### config.mk
export PLATFORM = sky130hd
export DESIGN_NAME = greedy_rectangle_cover_core
export DESIGN_NICKNAME = d
export VERILOG_FILES = /design/src/sv/gcov_pkg.sv /design/src/sv/gcov_ram.sv /design/src/sv/gcov_emit.sv /design/src/sv/greedy_rectangle_cover_core.sv
export SDC_FILE = /design/constraint.sdc
export NUM_CORES = 1
export LEC_CHECK = 0
export BUFFER_PORTS_ARGS = -buffer_cell sky130_fd_sc_hd__buf_2
export CAP_MARGIN = 20
export CORE_MARGIN = 1.5
export CORE_UTILIZATION = 50
export CTS_CLUSTER_DIAMETER = 150
export DETAILED_ROUTE_END_ITERATION = 6
export MAX_ROUTING_LAYER = met4
export PLACE_DENSITY = 0.7
export SETUP_SLACK_MARGIN = 0.05
export SLEW_MARGIN = 20
export SYNTH_ARGS = -nofsm -noshare
export SYNTH_HDL_FRONTEND = slang
export SYNTH_SLANG_ARGS = --single-unit
### constraint.sdc
create_clock -name clk -period 5.8 [get_ports clk]
set_input_delay 1.16 -clock clk [delete_from_list [all_inputs] [get_ports clk]]
set_output_delay 1.16 -clock clk [all_outputs]
set_load 0.05 [all_outputs]
### src/sv/gcov_pkg.sv
// shared types and constants of the greedy rectangle cover block
package gcov_pkg;

    localparam int GRID_SIDE_DEF = 8;
    localparam int ROW_W         = 8;
    localparam int RESULT_LIMIT  = 32;
    localparam int RANK_W        = 5;
    localparam int BS_W          = 13;
    localparam int GS_W          = 4;
    localparam int EDGE_W        = 16;
    localparam int CFG_IDX_W     = 1;

    localparam logic [CFG_IDX_W-1:0] CFG_BLOCK_SIZE = 1'b0;
    localparam logic [CFG_IDX_W-1:0] CFG_GRID_SIZE  = 1'b1;

    localparam logic [BS_W-1:0] BLOCK_SIZE_RST = 13'd16;
    localparam logic [GS_W-1:0] GRID_SIZE_RST  = 4'd8;

    typedef enum logic [2:0] {
        ST_IDLE,
        ST_CELL_RD,
        ST_CELL_CHK,
        ST_GROW_RD,
        ST_GROW_CHK,
        ST_MARK_RD,
        ST_MARK_WR,
        ST_FLUSH
    } state_t;

    typedef struct packed {
        logic [2:0]        x;
        logic [2:0]        z;
        logic [3:0]        w;
        logic [3:0]        h;
        logic [RANK_W-1:0] rank;
    } rect_t;

endpackage

### src/sv/gcov_ram.sv
// generic single-write, single-read ram with registered read data
module gcov_ram #(
    parameter int WIDTH = 8,
    parameter int DEPTH = 8
) (
    input  logic                     clk,
    input  logic                     we,
    input  logic [$clog2(DEPTH)-1:0] waddr,
    input  logic [WIDTH-1:0]         wdata,
    input  logic [$clog2(DEPTH)-1:0] raddr,
    output logic [WIDTH-1:0]         rdata
);

    logic [WIDTH-1:0] mem [DEPTH];

    always_ff @(posedge clk)
    begin
        if (we)
        begin
            mem[waddr] <= wdata;
        end
        rdata <= mem[raddr];
    end

endmodule

### src/sv/gcov_emit.sv
// result stage: holds one rectangle back so the final one can carry last_rect
module gcov_emit (
    input  logic                        clk,
    input  logic                        rst_n,
    input  logic                        new_valid,
    input  gcov_pkg::rect_t             new_rect,
    input  logic                        flush,
    input  logic [gcov_pkg::BS_W-1:0]   block_size,
    output logic                        rect_valid,
    output logic [2:0]                  rect_x,
    output logic [2:0]                  rect_z,
    output logic [3:0]                  rect_width,
    output logic [3:0]                  rect_height,
    output logic [gcov_pkg::EDGE_W-1:0] left_edge,
    output logic [gcov_pkg::EDGE_W-1:0] right_edge,
    output logic signed [gcov_pkg::EDGE_W-1:0] top_edge,
    output logic signed [gcov_pkg::EDGE_W-1:0] bottom_edge,
    output logic [8:0]                  base_vertex,
    output logic                        grid_empty,
    output logic                        last_rect
);
    import gcov_pkg::*;

    localparam int PROD_W = BS_W + 5;

    rect_t              pend_reg;
    logic               pend_valid_reg;
    logic               strobe_reg;
    logic               empty_reg;
    logic               last_reg;
    rect_t              out_reg;
    logic [EDGE_W-1:0]  left_reg, right_reg, top_reg, bottom_reg;
    logic [PROD_W-1:0]  p_left, p_right, p_top, p_bottom;
    logic               emit;

    // edge products of the held rectangle
    always_comb
    begin
        p_left   = PROD_W'(block_size) * PROD_W'(pend_reg.x);
        p_right  = PROD_W'(block_size) * (PROD_W'(pend_reg.x) + PROD_W'(pend_reg.w));
        p_top    = PROD_W'(block_size) * PROD_W'(pend_reg.z);
        p_bottom = PROD_W'(block_size) * (PROD_W'(pend_reg.z) + PROD_W'(pend_reg.h));
    end

    assign emit = (new_valid && pend_valid_reg) || flush;

    // hold register and output transaction registers
    always_ff @(posedge clk or negedge rst_n)
    begin
        if (!rst_n)
        begin
            pend_valid_reg <= 1'b0;
            strobe_reg     <= 1'b0;
            empty_reg      <= 1'b0;
            last_reg       <= 1'b0;
        end
        else
        begin
            strobe_reg <= emit;
            if (emit)
            begin
                empty_reg <= flush && !pend_valid_reg;
                last_reg  <= flush;
            end
            if (flush)
            begin
                pend_valid_reg <= 1'b0;
            end
            else if (new_valid)
            begin
                pend_valid_reg <= 1'b1;
            end
        end
    end

    // payload, zero for the empty grid
    always_ff @(posedge clk)
    begin
        if (new_valid)
        begin
            pend_reg <= new_rect;
        end
        if (emit)
        begin
            if (pend_valid_reg)
            begin
                out_reg    <= pend_reg;
                left_reg   <= p_left[EDGE_W-1:0];
                right_reg  <= p_right[EDGE_W-1:0];
                top_reg    <= EDGE_W'(0) - p_top[EDGE_W-1:0];
                bottom_reg <= EDGE_W'(0) - p_bottom[EDGE_W-1:0];
            end
            else
            begin
                out_reg    <= '0;
                left_reg   <= '0;
                right_reg  <= '0;
                top_reg    <= '0;
                bottom_reg <= '0;
            end
        end
    end

    assign rect_valid  = strobe_reg;
    assign rect_x      = out_reg.x;
    assign rect_z      = out_reg.z;
    assign rect_width  = out_reg.w;
    assign rect_height = out_reg.h;
    assign left_edge   = left_reg;
    assign right_edge  = right_reg;
    assign top_edge    = top_reg;
    assign bottom_edge = bottom_reg;
    assign base_vertex = {1'b0, out_reg.rank, 3'b000};
    assign grid_empty  = empty_reg;
    assign last_rect   = last_reg;

    // an empty result always closes the extraction
    a_empty_last: assert property (@(posedge clk) disable iff (!rst_n)
        rect_valid && grid_empty |-> last_rect && rect_width == 4'd0)
        else $error("empty result without last_rect");

    // the last result of an extraction is followed by a quiet cycle
    a_last_gap: assert property (@(posedge clk) disable iff (!rst_n)
        rect_valid && last_rect |=> !rect_valid)
        else $error("result right after last_rect");

    // a flush always produces a result in the next cycle
    a_flush_out: assert property (@(posedge clk) disable iff (!rst_n)
        flush |=> rect_valid && last_rect)
        else $error("flush without result");

endmodule

### src/sv/greedy_rectangle_cover_core.sv
// top level: row loading, greedy cover sequencer and grid memories
//
// Rows load one per cycle: start with busy low accepts a row. A row with
// last_row set starts extraction; busy then stays high until the final
// result. Configuration writes are held off (cfg_ready low) while busy.
// The sequencer walks the cells with x outer and z inner, reading
// one grid row from the solid and visited memories per access, with
// registered read data. Each cell takes a read and a check state, each
// row of rectangle growth a read and a check state and each row marked
// visited a read and a write state; a flush state ends the extraction.
// Results appear on rect_valid for one cycle each; the receiver cannot
// stall them. The visited rows are cleared at once through per-row valid
// bits, so no clearing pass exists.
module greedy_rectangle_cover_core #(
    parameter int GRID_SIDE = gcov_pkg::GRID_SIDE_DEF
) (
    input  logic                           clk,
    input  logic                           rst_n,
    input  logic                           start,
    output logic                           busy,
    input  logic [gcov_pkg::ROW_W-1:0]     row_bits,
    input  logic                           last_row,
    input  logic                           cfg_valid,
    output logic                           cfg_ready,
    input  logic [gcov_pkg::CFG_IDX_W-1:0] cfg_index,
    input  logic [gcov_pkg::BS_W-1:0]      cfg_data,
    output logic                           rect_valid,
    output logic [2:0]                     rect_x,
    output logic [2:0]                     rect_z,
    output logic [3:0]                     rect_width,
    output logic [3:0]                     rect_height,
    output logic [gcov_pkg::EDGE_W-1:0]    left_edge,
    output logic [gcov_pkg::EDGE_W-1:0]    right_edge,
    output logic signed [gcov_pkg::EDGE_W-1:0] top_edge,
    output logic signed [gcov_pkg::EDGE_W-1:0] bottom_edge,
    output logic [8:0]                     base_vertex,
    output logic                           grid_empty,
    output logic                           last_rect
);
    import gcov_pkg::*;

    localparam int IDX_W = $clog2(GRID_SIDE);
    localparam int CNT_W = $clog2(GRID_SIDE + 1);
    localparam int SUM_W = CNT_W + 1;

    state_t               state_reg, state_next;
    logic [IDX_W-1:0]     x_reg, x_next, z_reg, z_next, r_reg, r_next;
    logic [CNT_W-1:0]     w_reg, w_next, h_reg, h_next;
    logic [CNT_W-1:0]     n_reg, n_next, rows_reg, rows_next;
    logic [RANK_W-1:0]    count_reg, count_next;
    logic [BS_W-1:0]      bs_reg;
    logic [GS_W-1:0]      gs_reg;
    logic [GRID_SIDE-1:0] vvalid_reg, vvalid_next;
    logic [IDX_W-1:0]     rd_addr_reg;

    logic                 accept;
    logic [IDX_W-1:0]     raddr;
    logic                 solid_we, vis_we;
    logic [ROW_W-1:0]     solid_rdata, vis_rdata, vis_eff, free_row, span_mask;
    logic [CNT_W-1:0]     w_calc, n_clamp;
    logic                 z_last, x_last, grow_ok, rect_done, full;
    logic                 new_valid, flush;
    rect_t                new_rect;
    logic [SUM_W-1:0]     pos, zh;

    assign accept    = start && !busy;
    assign cfg_ready = !busy;

    // configuration registers
    always_ff @(posedge clk or negedge rst_n)
    begin
        if (!rst_n)
        begin
            bs_reg <= BLOCK_SIZE_RST;
            gs_reg <= GRID_SIZE_RST;
        end
        else if (cfg_valid && cfg_ready)
        begin
            unique case (cfg_index)
                CFG_BLOCK_SIZE: bs_reg <= cfg_data;
                CFG_GRID_SIZE:  gs_reg <= cfg_data[GS_W-1:0];
                default:        ;
            endcase
        end
    end

    // grid side in use
    always_comb
    begin
        priority if (gs_reg == '0)
            n_clamp = CNT_W'(1);
        else if (gs_reg > GS_W'(GRID_SIDE))
            n_clamp = CNT_W'(GRID_SIDE);
        else
            n_clamp = CNT_W'(gs_reg);
    end

    // free cells of the row just read
    assign vis_eff  = vvalid_reg[rd_addr_reg] ? vis_rdata : '0;
    assign free_row = solid_rdata & ~vis_eff;

    // run length along x from the current cell
    always_comb
    begin
        logic go;
        go     = 1'b1;
        w_calc = CNT_W'(1);
        pos    = '0;
        for (int d = 1; d < GRID_SIDE; d++)
        begin
            pos = SUM_W'(x_reg) + SUM_W'(d);
            if (go && pos < SUM_W'(n_reg) && free_row[pos[IDX_W-1:0]])
                w_calc = w_calc + CNT_W'(1);
            else
                go = 1'b0;
        end
    end

    // span of the current rectangle along x
    always_comb
    begin
        span_mask = '0;
        for (int i = 0; i < GRID_SIDE; i++)
        begin
            span_mask[i] = (SUM_W'(i) >= SUM_W'(x_reg)) &&
                           (SUM_W'(i) < SUM_W'(x_reg) + SUM_W'(w_reg));
        end
    end

    assign grow_ok   = (free_row & span_mask) == span_mask;
    assign zh        = SUM_W'(z_reg) + SUM_W'(h_reg);
    assign z_last    = SUM_W'(z_reg) + SUM_W'(1) >= SUM_W'(n_reg);
    assign x_last    = SUM_W'(x_reg) + SUM_W'(1) >= SUM_W'(n_reg);
    assign rect_done = SUM_W'(r_reg) + SUM_W'(1) == zh;
    assign full      = count_reg == RANK_W'(RESULT_LIMIT - 1);

    // next state and sequencer datapath
    always_comb
    begin
        state_next  = state_reg;
        x_next      = x_reg;
        z_next      = z_reg;
        r_next      = r_reg;
        w_next      = w_reg;
        h_next      = h_reg;
        n_next      = n_reg;
        rows_next   = rows_reg;
        count_next  = count_reg;
        vvalid_next = vvalid_reg;
        unique case (state_reg)
            ST_IDLE:
            begin
                if (accept)
                begin
                    if (rows_reg < CNT_W'(GRID_SIDE))
                        rows_next = rows_reg + CNT_W'(1);
                    if (last_row)
                    begin
                        state_next  = ST_CELL_RD;
                        x_next      = '0;
                        z_next      = '0;
                        count_next  = '0;
                        n_next      = n_clamp;
                        vvalid_next = '0;
                    end
                end
            end
            ST_CELL_RD:
                state_next = ST_CELL_CHK;
            ST_CELL_CHK:
            begin
                if (free_row[x_reg])
                begin
                    w_next = w_calc;
                    h_next = CNT_W'(1);
                    r_next = z_reg;
                    state_next = z_last ? ST_MARK_RD : ST_GROW_RD;
                end
                else if (!z_last)
                begin
                    z_next = z_reg + IDX_W'(1);
                    state_next = ST_CELL_RD;
                end
                else if (!x_last)
                begin
                    x_next = x_reg + IDX_W'(1);
                    z_next = '0;
                    state_next = ST_CELL_RD;
                end
                else
                    state_next = ST_FLUSH;
            end
            ST_GROW_RD:
                state_next = ST_GROW_CHK;
            ST_GROW_CHK:
            begin
                if (grow_ok)
                begin
                    h_next = h_reg + CNT_W'(1);
                    state_next = (zh + SUM_W'(1) < SUM_W'(n_reg)) ? ST_GROW_RD : ST_MARK_RD;
                end
                else
                    state_next = ST_MARK_RD;
            end
            ST_MARK_RD:
                state_next = ST_MARK_WR;
            ST_MARK_WR:
            begin
                vvalid_next[r_reg] = 1'b1;
                if (!rect_done)
                begin
                    r_next = r_reg + IDX_W'(1);
                    state_next = ST_MARK_RD;
                end
                else
                begin
                    count_next = count_reg + RANK_W'(1);
                    if (full)
                        state_next = ST_FLUSH;
                    else if (!z_last)
                    begin
                        z_next = z_reg + IDX_W'(1);
                        state_next = ST_CELL_RD;
                    end
                    else if (!x_last)
                    begin
                        x_next = x_reg + IDX_W'(1);
                        z_next = '0;
                        state_next = ST_CELL_RD;
                    end
                    else
                        state_next = ST_FLUSH;
                end
            end
            ST_FLUSH:
            begin
                rows_next  = '0;
                state_next = ST_IDLE;
            end
            default:
                state_next = ST_IDLE;
        endcase
    end

    // memory controls and result handoff
    always_comb
    begin
        busy      = state_reg != ST_IDLE;
        solid_we  = accept && (rows_reg < CNT_W'(GRID_SIDE));
        vis_we    = state_reg == ST_MARK_WR;
        new_valid = (state_reg == ST_MARK_WR) && rect_done;
        flush     = state_reg == ST_FLUSH;
        unique case (state_reg)
            ST_GROW_RD: raddr = zh[IDX_W-1:0];
            ST_MARK_RD: raddr = r_reg;
            default:    raddr = z_reg;
        endcase
    end

    assign new_rect.x    = 3'(x_reg);
    assign new_rect.z    = 3'(z_reg);
    assign new_rect.w    = 4'(w_reg);
    assign new_rect.h    = 4'(h_reg);
    assign new_rect.rank = count_reg;

    // sequencer registers
    always_ff @(posedge clk or negedge rst_n)
    begin
        if (!rst_n)
        begin
            state_reg   <= ST_IDLE;
            x_reg       <= '0;
            z_reg       <= '0;
            r_reg       <= '0;
            w_reg       <= '0;
            h_reg       <= '0;
            n_reg       <= '0;
            rows_reg    <= '0;
            count_reg   <= '0;
            vvalid_reg  <= '0;
            rd_addr_reg <= '0;
        end
        else
        begin
            state_reg   <= state_next;
            x_reg       <= x_next;
            z_reg       <= z_next;
            r_reg       <= r_next;
            w_reg       <= w_next;
            h_reg       <= h_next;
            n_reg       <= n_next;
            rows_reg    <= rows_next;
            count_reg   <= count_next;
            vvalid_reg  <= vvalid_next;
            rd_addr_reg <= raddr;
        end
    end

    // grid memories
    gcov_ram #(.WIDTH(ROW_W), .DEPTH(GRID_SIDE)) u_solid (
        .clk   (clk),
        .we    (solid_we),
        .waddr (rows_reg[IDX_W-1:0]),
        .wdata (row_bits),
        .raddr (raddr),
        .rdata (solid_rdata)
    );

    gcov_ram #(.WIDTH(ROW_W), .DEPTH(GRID_SIDE)) u_visited (
        .clk   (clk),
        .we    (vis_we),
        .waddr (r_reg),
        .wdata (vis_eff | span_mask),
        .raddr (raddr),
        .rdata (vis_rdata)
    );

    gcov_emit u_emit (
        .clk         (clk),
        .rst_n       (rst_n),
        .new_valid   (new_valid),
        .new_rect    (new_rect),
        .flush       (flush),
        .block_size  (bs_reg),
        .rect_valid  (rect_valid),
        .rect_x      (rect_x),
        .rect_z      (rect_z),
        .rect_width  (rect_width),
        .rect_height (rect_height),
        .left_edge   (left_edge),
        .right_edge  (right_edge),
        .top_edge    (top_edge),
        .bottom_edge (bottom_edge),
        .base_vertex (base_vertex),
        .grid_empty  (grid_empty),
        .last_rect   (last_rect)
    );

    // a final row always leads to extraction
    a_start_busy: assert property (@(posedge clk) disable iff (!rst_n)
        accept && last_row |=> busy)
        else $error("final row did not start extraction");

    // rows are never counted past the grid side
    a_rows_bound: assert property (@(posedge clk) disable iff (!rst_n)
        rows_reg <= CNT_W'(GRID_SIDE))
        else $error("row counter overflow");

    // the visited memory is written only at rows inside the grid in use
    a_mark_row: assert property (@(posedge clk) disable iff (!rst_n)
        vis_we |-> SUM_W'(r_reg) < SUM_W'(n_reg))
        else $error("visited write outside grid");

endmodule
**Word-level counts from Yosys, hierarchy flattened**

Memories as Yosys holds them, arrays and structs flattened. A register that Yosys moved wholly into a read port is not among the register bits.
Cells that the tools add are included.
Widths: inputs -> output; s select.

- Bits of input ports: 27
- RAM bits: 128
- Memories: 2
- Register bits: 167
- Output and inout port bits: 92

- Equal/unequal tests: 19
- Multipliers: 4
- Reductions and logical operators: 50
- Bitwise gates (word level): 6
- Multiplexer cells: 84
- $add $sub $neg: 28
- Magnitude comparators: 38

Memory list:

| name | words | width | rd ports | clocked after Yosys merged registers in | wr ports | RTL line | text |
|---|---|---|---|---|---|---|---|
| u_solid.mem | 8 | 8 | 1 | 1 | 1 | gcov_ram.sv:14 | `logic [WIDTH-1:0] mem [DEPTH];` |
| u_visited.mem | 8 | 8 | 1 | 1 | 1 | gcov_ram.sv:14 |  |

Operators with widths:

| kind | number |
|---|---|
| $mux 3 | 24 |
| $mux 4 | 12 |
| $lt 3x4->1 const B | 10 |
| $mul 13x18->16 | 2 |
| $add 4x1->4 const B | 8 |
| $mul 13x3->16 | 2 |
| $sub 1x16->16 const A | 2 |
| $bmux 1 s3 | 9 |
| $logic_and 1x1->1 | 27 |
| $lt 4x4->1 | 6 |
| $mux 8 | 3 |
| $pmux 3 s8 | 1 |
| $mux 1 | 22 |
| $add 3x4->5 | 4 |
| $lt 3x5->1 const A | 4 |
| $ne 2x2->1 const B | 9 |
| $pmux 3 s3 | 2 |
| $add 3x3->4 const B | 4 |
| $and 8x8->8 | 2 |
| $or 8x8->8 | 2 |
| $pmux 4 s2 | 2 |
| $pmux 8 s2 | 1 |
| $mux 5 | 3 |
| $reduce_and 3->1 | 5 |
| other kinds (35) | 63 |

**Longest topological paths before layout**

Gate-level depths: netlist (run 1).

- Depth in word-level cells: 27
- Gate-level depth with buffers: 26

**Hierarchy**

Synthesis (run 1) repeated with hierarchy kept, for this count alone.

- Cell total of the unflattened synthesis: 1,823
- Area, all modules: 20,612.3 um2

By module, submodules not included:

| module | times used | cells an instance | area an instance (um2) |
|---|---|---|---|
| gcov_emit | 1 | 1,037 | 10,074.7 |
| gcov_ram | 2 | 114 | 2,691.3 |
| greedy_rectangle_cover_core | 1 | 558 | 5,154.9 |

**Worst setup path after synthesis (run 1)**

No wires, ideal clock.

- Path kind: register to register
- From: register u_emit.pend_reg[16] in the netlist's numbering
- To: register u_emit.right_reg[15], in the netlist u_emit.right_edge[15], data pin
- Slack: 0.337 ns
- Data required time: 5.534 ns
- Arrival: 5.197 ns
- Stages on the path, launching flop included: 23
- Cell sequence: edfxtp_1 > ha_1 > inv_1 > fa_1 > nor2b_1 > o21a_1 > clkbuf_1 > nand2_1 > fa_1 > fa_1 > fa_1 > inv_1 > ha_1 > a21oi_1 > o21bai_1 > a21oi_1 > o21bai_1 > a21oi_1 > o21bai_1 > a2111oi_0 > o31ai_1 > xnor2_1 > nor2_1

- Cells in the longest elaborated chain, start to end: 2

RTL lines:

| item | RTL line | text |
|---|---|---|
| start, declared | gcov_emit.sv:26 | `rect_t pend_reg;` |
| start signal, assigned | gcov_emit.sv:81 | `pend_reg <= new_rect;` |
| $add 3x4->5 | gcov_emit.sv:40 | `p_right = PROD_W'(block_size) * (PROD_W'(pend_reg.x) + PROD_W'(pend_reg.w));` |
| $mul 13x18->16 | gcov_emit.sv:40 |  |
| end signal, assigned | gcov_emit.sv:89 | `right_reg <= p_right[EDGE_W-1:0];` |
| end, declared | gcov_emit.sv:32 | `logic [EDGE_W-1:0] left_reg, right_reg, top_reg, bottom_reg;` |

Every way passes these cells.
A chain may end at the register's enable or synchronous reset.

**Final worst setup path (run 1)**

- From: register u_emit.pend_reg[5] in the netlist's numbering
- To: register u_emit.bottom_reg[15], in the netlist u_emit.bottom_edge[15], data pin

- Cells in the longest elaborated chain, start to end: 3

RTL lines:

| item | RTL line | text |
|---|---|---|
| $add 3x4->5 | gcov_emit.sv:42 | `p_bottom = PROD_W'(block_size) * (PROD_W'(pend_reg.z) + PROD_W'(pend_reg.h));` |
| $mul 13x18->16 | gcov_emit.sv:42 |  |
| $sub 1x16->16 | gcov_emit.sv:91 | `bottom_reg <= EDGE_W'(0) - p_bottom[EDGE_W-1:0];` |
| end signal, assigned | gcov_emit.sv:91 |  |
| end, declared | gcov_emit.sv:32 |  |

Every way passes these cells.

==> results of run 1 <==
==> cell usage after synthesis, types with 8 or more instances <==
cell / number / area (um^2)
o21a_1: 8 / 60.1
nor3_1: 22 / 110
clkbuf_1: 74 / 278
dfrtp_1: 63 / 1580
ha_1: 155 / 1940
nor2_1: 105 / 394
mux4_2: 8 / 180
a21o_1: 26 / 195
nand2_1: 361 / 1360
nand2b_1: 9 / 56.3
edfxtp_1: 230 / 6910
inv_1: 135 / 507
a21oi_1: 94 / 470
xor2_1: 22 / 193
fa_1: 94 / 1880
xnor2_1: 46 / 403
and2_1: 79 / 494
nand3_1: 66 / 330
dfxtp_1: 16 / 320
nor2b_1: 30 / 188
mux2_2: 21 / 236
o22ai_1: 8 / 50.1
o21ai_0: 64 / 320
and3_1: 11 / 68.8
mux2i_1: 11 / 110
o21bai_1: 12 / 90.1
==> final cells by class <==
class / instances / share of cell area
Inverter: 141 / 0.0238
Multi-Input combinational cell: 1348 / 0.456
Clock inverter: 21 / 0.0128
Timing Repair Buffer: 153 / 0.0393
Clock buffer: 43 / 0.0411
Tap cell: 518 / 0.0291
Sequential cell: 311 / 0.397
==> worst max-delay path, delay by kind of cell, from the launching register on <==
| family | cells | cell delay [ns] |
|---|---|---|
| compound gates | 9 | 1.78 |
| fa+ha+maj | 6 | 2.55 |
| simple gates | 3 | 0.33 |
| xor+xnor | 1 | 0.15 |
| buf+inv | 1 | 0.05 |
| flops | 1 | 0.41 |
==> cell usage in the layout, fill, tap and decap left out, types with 16 or more instances in the layout <==
cell	count
mux2_2	21
buf_2	114
ha_1	155
nor2_1	104
dfrtp_1	63
a21o_1	26
inv_1	135
buf_4	38
a21oi_1	91
and2_1	79
nand2_1	360
nand3_1	66
nor3_1	21
nor2b_1	28
xor2_1	22
edfxtp_1	230
o21ai_0	62
fa_1	94
xnor2_1	46
dfxtp_1	16
clkbuf_16	35
==> cell families after synthesis <==
| family | count (synthesis) | synth area share |
|---|---|---|
| AOI/OAI and AO/OA | 268 | 0.0847 |
| xor gates and xnor gates | 69 | 0.0310 |
| adders and majority gates | 249 | 0.194 |
| buffers and inverters | 223 | 0.0445 |
| DFF | 311 | 0.449 |
| muxes | 47 | 0.0340 |
| other | 1 | 0.000190 |
| and+or+nand+nor | 711 | 0.163 |
==> worst min-delay path by stage <==
stage	end	slack [ns]
after floorplan	u_emit.pend_reg[11]	0.45
after global placement	u_emit.last_rect	0.45
after detailed placement	u_emit.last_rect	0.46
after CTS	u_emit.last_rect	0.48
after global routing	u_emit.pend_reg[4]	0.51
final	u_emit.last_rect	0.47
==> metrics by stage <==
step / area (um^2) / hold slack, ns / utilization
after global placement: 21000 / 0.455 / 0.540
after floorplan: 19700 / 0.453 / -
after CTS: 22200 / 0.476 / 0.571
final: 22300 / 0.470 / 0.574
after detailed placement: 21000 / 0.462 / 0.540
after global routing: 22300 / 0.510 / 0.574
==> timing repair <==
action	in CTS	in global routing
setup endpoints to repair	2	9
hold buffers	0	0
buffers inserted	0	1
gates resized for setup	1	25
pin swaps	0	7
gates cloned	0	0
==> metal layers <==
| layer | track usage | vias to the layer above | share of wire |
|---|---|---|---|
| met2 | 0.362 | 339 | 0.49 |
| met1 | 0.277 | 6666 | 0.44 |
| met3 | 0.0351 | 63 | 0.049 |
| li1 | - | 6624 | - |
| met4 | 0.0618 | 0 | 0.022 |
| met5 | - | - | 0 |
==> impl_metrics.ini, run 1 <==
[detailed_routing]
drc = 0
drt-total-wl_um = 42000
dr.pass1.iters = 6
vias = 13700
drtIter0Drc = 733
postRouteAntennaNets = 0
vias_per_cell = 5.40
wl_per_cell_um = 16.6

[yosys]
ys_warn_count = 0
async_reset_ff_frac = 0.209
yosysSeqAreaShare = 0.449
synth_edf_count = 230
syn_area_per_cell_um2 = 10.5
syn-instance-count = 1879
synth_cell_type_count = 77
synth_seq_cells = 311
syn_area_mm2 = 0.0197
synth_ff_type = edfxtp_1

[setup_path]
r2r_end = u_emit.bottom_edge[15]
cpMostUsedCell = fa_1
critPathKind = reg -> reg
reg2reg_depth = 20
required_ns = 6.09
r2r_slack_ns = 0.26
path_cells = ha_1 -> fa_1 -> a21oi_2 -> nor2b_4 -> and2_1 -> fa_1 -> inv_1 -> fa_1 -> fa_1 -> ha_1 -> a21oi_2 -> o21ai_0 -> a21oi_1 -> o21ai_0 -> a21oi_1 -> o21ai_0 -> a2111o_1 -> a41oi_2 -> xnor2_1 -> nor2_1
crit_fanout = 12
crit_end = u_emit.bottom_edge[15]
arrival_ns = 5.83
max_stage_delay_ns = 0.53
end_kind = flip-flop
cp-startpoint = u_emit.pend_reg[5]
slowest_stage = fa_1
r2r-start = u_emit.pend_reg[5]
worstSetupStartpointType = flip-flop

[placement]
hpwl_um = 29700
dp_slack_ns = 0.0725
gp_congestion = 0.875
io_buffer_count = 114
dpl.cell_count = 2470

[sta]
finalSetupTns_ns = 0
tightest_slew_ns = 1.05
setup_ws_ns = 0.260
period_share = 0.955
setup_viol = 0
maxSlewHeadroom = 0.293
hold_violations = 0
drv_slew = 0
clock.fmax_mhz = 181
fin_crit_ns = 5.54
finalClockSkew_ns = 0.0288

[layout]
fillerInstances = 3169
n_antenna_cell = 0
fin_nets = 2266
seq_area_mm2 = 0.00886
layout-drive-gt1-share = 0.138
stdcell_count = 2535
areaGrowthSynthToFinish_pct = 12.9
multi_input_area_mm2 = 0.0102

[hold_path]
worstHoldStart = u_emit.last_rect
hold_depth = 2
hold_path_class = reg -> reg

[floorplanning]
die_h_um = 202
chipWidth_um = 202
io_pins = 119
rows = 72
core_mm2 = 0.0388
start_util = 0.508
dieArea_mm2 = 0.0407

[global_routing]
grt_max_degree = 66
grt_pass1_wl_um = 69100
grt.overflow.total = 0
antenna_found_initial = 0
grt_usage = 0.218
grt_pass1_vias = 13500

[job]
drv_cap = 0

[cts]
cts_tree = built
cts_max_path_buffers = 3
numClockSinks = 311
htree_levels = 2
cts_buffers = 35
clk_latency_ns = 0.56
cts-root-buf = clkbuf_16
clkTransAtPathRegs_ns = 0.06

[run_status]
status = finished clean
Power of run 1 is not shown: default switching activity piles up to over one toggle a cycle in this logic, so the estimate is an artifact.
==> run 2: changes to the inputs <==
CELL_PAD_IN_SITES_DETAIL_PLACEMENT = 1   (was default)
CELL_PAD_IN_SITES_GLOBAL_PLACEMENT = 2   (was default)
CORE_UTILIZATION = 37   (was 50)
PLACE_DENSITY = default   (was 0.7)
PLACE_DENSITY_LB_ADDON = 0.1   (was default)
==> run 2 against run 1 <==
Net effect:
- wire length up 27%
- utilization shrank 14 points
- cell area grew 1.4%
- final cell count grew 7.4%
- critical path type unchanged
==> impl_metrics.ini, run 2 (synthesis gave the netlist of run 1 again) <==
[cts]
clk_latency_ns = 0.56
htree_levels = 2
cts-root-buf = clkbuf_16
cts_tree = built
cts_buffers = 37
cts_max_path_buffers = 3
numClockSinks = 311
clkTransAtPathRegs_ns = 0.06

[hold_path]
hold_path_class = reg -> reg

[placement]
gp_congestion = 0.839
dp_slack_ns = -0.128
hpwl_um = 38500
io_buffer_count = 114

[layout]
layout-drive-gt1-share = 0.145
n_antenna_cell = 0
areaGrowthSynthToFinish_pct = 14.4
fin_nets = 2281
final_cell_mix = nand2_1 (360), edfxtp_1 (230), ha_1 (155)
layout_commonest_cell = nand2_1
fin_util = 0.429

[sta]
clock.fmax_mhz = 183
period_share = 0.940
finalClockSkew_ns = 0.0187
finalSetupTns_ns = 0
rsz0062_at_grt = true
tightest_slew_ns = 1.09
drv_slew = 0
setup_viol = 0
whs_ns = 0.492
hold_violations = 0
setup_ws_ns = 0.346
maxSlewHeadroom = 0.269
fin_crit_ns = 5.45

[run_status]
status = finished clean

[floorplanning]
chipWidth_um = 234
start_util = 0.375
rows = 84
core_mm2 = 0.0527
io_pins = 119
die_h_um = 234
dieArea_mm2 = 0.0547

[detailed_routing]
postRouteAntennaNets = 0
vias = 14000
drc = 0
drt-total-wl_um = 53300
vias_per_cell = 5.13
dr.pass1.iters = 5
wl_per_cell_um = 19.6
drtIter0Drc = 511

[global_routing]
grt_max_degree = 66
grt_pass1_wl_um = 84300
grt.overflow.total = 0
grt_usage = 0.205
grt_pass1_vias = 14900
antenna_found_initial = 1

[setup_path]
worstSetupStartpointType = flip-flop
arrival_ns = 5.73
end_kind = flip-flop
crit_fanout = 11
critPathKind = reg -> reg
required_ns = 6.08

[job]
drv_cap = 0
run 2: through the flow:
step / cells / cell area (um^2)
after floorplan: 1882 / 19700
after global placement: 2648 / 21200
after detailed placement: 2648 / 21200
after CTS: 2716 / 22500
after global routing: 2722 / 22600
final: 2722 / 22600
run 2: routing by layer:
layer / vias to the layer above / share of wire / GRT usage
met4: 0 / 0.022 / 0.0533
met5: - / 0 / -
met2: 183 / 0.50 / 0.353
met1: 7057 / 0.45 / 0.256
met3: 73 / 0.028 / 0.0252
li1: 6650 / - / -
run 2: worst paths after layout:
| path | start | endpoint | slack, ns | cells past startpoint |
|---|---|---|---|---|
| max | u_emit.pend_reg[5] | u_emit.bottom_edge[15] | 0.35 | 21 |
| min | count_reg[4] | u_emit.pend_reg[4] | 0.49 | 0 |
| max reg2reg | u_emit.pend_reg[5] | u_emit.bottom_edge[15] | 0.35 | 21 |
| min reg2reg | count_reg[4] | u_emit.pend_reg[4] | 0.49 | 0 |
| max in group asynchronous | rst_n | u_emit.rect_valid | 4.36 | 2 |
| min in group asynchronous | rst_n | bs_reg[10] | 0.78 | 2 |
run 2: area by class of cell:
cell class / instances / area [um^2]
clock inverter: 19 / 195
multi-input combinational: 1349 / 10200
clock buffer: 49 / 1020
tap: 688 / 861
timing repair buffer: 165 / 953
sequential: 311 / 8860
fill: 5816 / 30100
inverter: 141 / 529
run 2: timing repair:
action,in CTS,in global routing
cloned,0,1
hold buffers,0,0
pin swaps,0,6
gates resized for setup,3,21
buffers inserted,0,5
endpoints found under the setup margin,2,9
run 2: worst max-delay path, stage by stage, from the launching register on:
cell	delay, ns
edfxtp_1	0.39
ha_1	0.24
fa_1	0.40
a21oi_1	0.17
nor2b_1	0.07
buf_4	0.17
and2_1	0.18
fa_1	0.54
inv_1	0.06
fa_1	0.50
fa_1	0.50
ha_1	0.32
inv_1	0.09
o21ai_0	0.10
a21oi_1	0.20
o21ai_0	0.11
a21oi_1	0.21
o21ai_1	0.12
a2111o_1	0.42
a41oi_2	0.21
xnor2_1	0.13
nor2_1	0.06
Power of run 2 is left out for the same reason.
==> run 3: changes to the inputs <==
ABC_AREA = 1   (was default)
CORE_UTILIZATION = 36   (was 37)
==> run 3 against run 2 <==
Net effect:
- count of clock-buffer cells in the layout up 3
- non-clock buffer count down 10
- worst setup slack better by 0.14 ns
- global-route usage down 0.13 points
- highest routed layer unchanged
==> impl_metrics.ini, run 3 <==
[floorplanning]
die_h_um = 237
io_pins = 119
rows = 85
start_util = 0.365
dieArea_mm2 = 0.0562
core_mm2 = 0.0540
chipWidth_um = 237

[sta]
period_share = 0.916
finalClockSkew_ns = 0.0158
drv_slew = 0
setup_viol = 0
clock.fmax_mhz = 188
fin_crit_ns = 5.31
finalSetupTns_ns = 0
rsz0062_at_grt = false
tightest_slew_ns = 0.956
setup_ws_ns = 0.490
maxSlewHeadroom = 0.360
hold_violations = 0

[detailed_routing]
vias = 14900
topRoutingLayerUsed = met4
drtIter0Drc = 546
dr.pass1.iters = 5
drc = 0
dr_wl_met2_um = 27900
m1WireLength_um = 24000
vias_per_cell = 4.97
postRouteAntennaNets = 0
dr_wl_met3_um = 1390
wl_per_cell_um = 18.1
drt-total-wl_um = 54300

[yosys]
syn-instance-count = 2147
async_reset_ff_frac = 0.209
synth_edf_count = 230
yosys.area.top_type_share = 0.350
synth_ff_type = edfxtp_1
syn_area_per_cell_um2 = 9.19
ys_warn_count = 0
yosys.area.top_type = edfxtp_1
synth_most_common_cell = nand2_1
synth_seq_cells = 311
synth.area.top_cells = edfxtp_1 (35%), ha_1 (9.8%), fa_1 (9.5%)
synth_cell_type_count = 51
yosysSeqAreaShare = 0.449
syn_area_mm2 = 0.0197
yosys-top-cells-count = nand2_1 (430), inv_1 (304), nor2_1 (265)

[setup_path]
cp-startpoint = u_emit.pend_reg[9]
slowest_stage = fa_1
required_ns = 6.14
cpMostUsedCell = nand2_1
critPathKind = reg -> reg
crit_family = adder cells
end_kind = flip-flop
critPathBufInv = 4
worstSetupStartpointType = flip-flop
max_stage_delay_ns = 0.55
crit_fanout = 4
r2r-start = u_emit.pend_reg[9]
arrival_ns = 5.65

[layout]
fin_nets = 2551
fillerInstances = 6252
final_cell_mix = nand2_1 (429), inv_1 (303), nor2_1 (264)
layout_commonest_cell = nand2_1
areaGrowthSynthToFinish_pct = 14.4
n_antenna_cell = 0
layout-drive-gt1-share = 0.119

[cts]
cts_max_path_buffers = 3
cts-root-buf = clkbuf_16
numClockSinks = 311
post_cts_buffers = 0
cts_buffers = 38
hold_buffers = 0
clkTransAtPathRegs_ns = 0.06
htree_levels = 2
cts_tree = built
clk_latency_ns = 0.58
cts_resized = 0

[hold_path]
hold_path_class = reg -> reg
worstHoldStart = count_reg[1]

[placement]
hpwl_um = 40300
io_buffer_count = 114
gp_congestion = 0.825
dp_slack_ns = 0.247

[global_routing]
grt_max_degree = 86
grt.overflow.total = 0
grt_pass1_vias = 16100
grt_usage = 0.204
grt_pass1_wl_um = 87200
antenna_found_initial = 0

[job]
drv_cap = 0

[run_status]
status = finished clean
run 3: stage by stage:
step | hold WS, ns | std cells | cell area, um^2 | util
floorplan | 0.447 | 2150 | 19800 | -
global placement | 0.465 | 2931 | 21300 | 0.394
detailed placement | 0.463 | 2931 | 21300 | 0.394
CTS | 0.478 | 3001 | 22600 | 0.417
global route | 0.500 | 3001 | 22600 | 0.418
finish | 0.475 | 3001 | 22600 | 0.418
run 3: worst paths after layout:
check,slack (ns),cells after the start,end
worst max-delay path,0.49,28,u_emit.right_edge[15]
worst min-delay path,0.48,0,u_emit.pend_reg[1]
worst max register to register,0.49,28,u_emit.right_edge[15]
worst min register to register,0.48,0,u_emit.pend_reg[1]
max in group asynchronous,4.39,1,u_emit.pend_valid_reg
min in group asynchronous,0.69,1,bs_reg[6]
run 3: metal layers:
metal	track usage	up-vias
li1	-	7283
met1	0.243	7441
met2	0.367	132
met3	0.0293	60
met4	0.0421	0
met5	-	-
run 3: final cells by class:
| type | instances | area (um^2) | area share |
|---|---|---|---|
| multi-input combinational | 1454 | 9500 | 0.421 |
| sequential | 311 | 8860 | 0.392 |
| inverter | 315 | 1190 | 0.0526 |
| clock buffer | 52 | 1030 | 0.0458 |
| timing repair buffer | 155 | 893 | 0.0396 |
| tap | 696 | 871 | 0.0386 |
| clock inverter | 18 | 236 | 0.0105 |
run 3: cells by family (layout without fill, tap and decap cells):
group / after synthesis / after routing / synth area share
AND/OR/NAND/NOR: 814 / 814 / 0.172
XOR/XNOR: 19 / 19 / 0.00843
buffers and inverters: 385 / 540 / 0.0743
AO/OA/AOI/OAI: 366 / 366 / 0.102
flip-flops: 311 / 311 / 0.449
adder cells (fa/ha/maj): 249 / 249 / 0.194
other: 1 / 4 / 0.000190
multiplexers: 2 / 2 / 0.00114
run 3: worst register-to-register path: cells and delay by family (launching register included):
| family | cells | cell delay [ns] |
|---|---|---|
| and+or+nand+nor | 12 | 0.94 |
| DFF | 1 | 0.35 |
| adders and majority gates | 6 | 2.50 |
| buffers and inverters | 4 | 0.25 |
| AOI/OAI and AO/OA | 6 | 1.04 |
Power of run 3 is left out for the same reason.
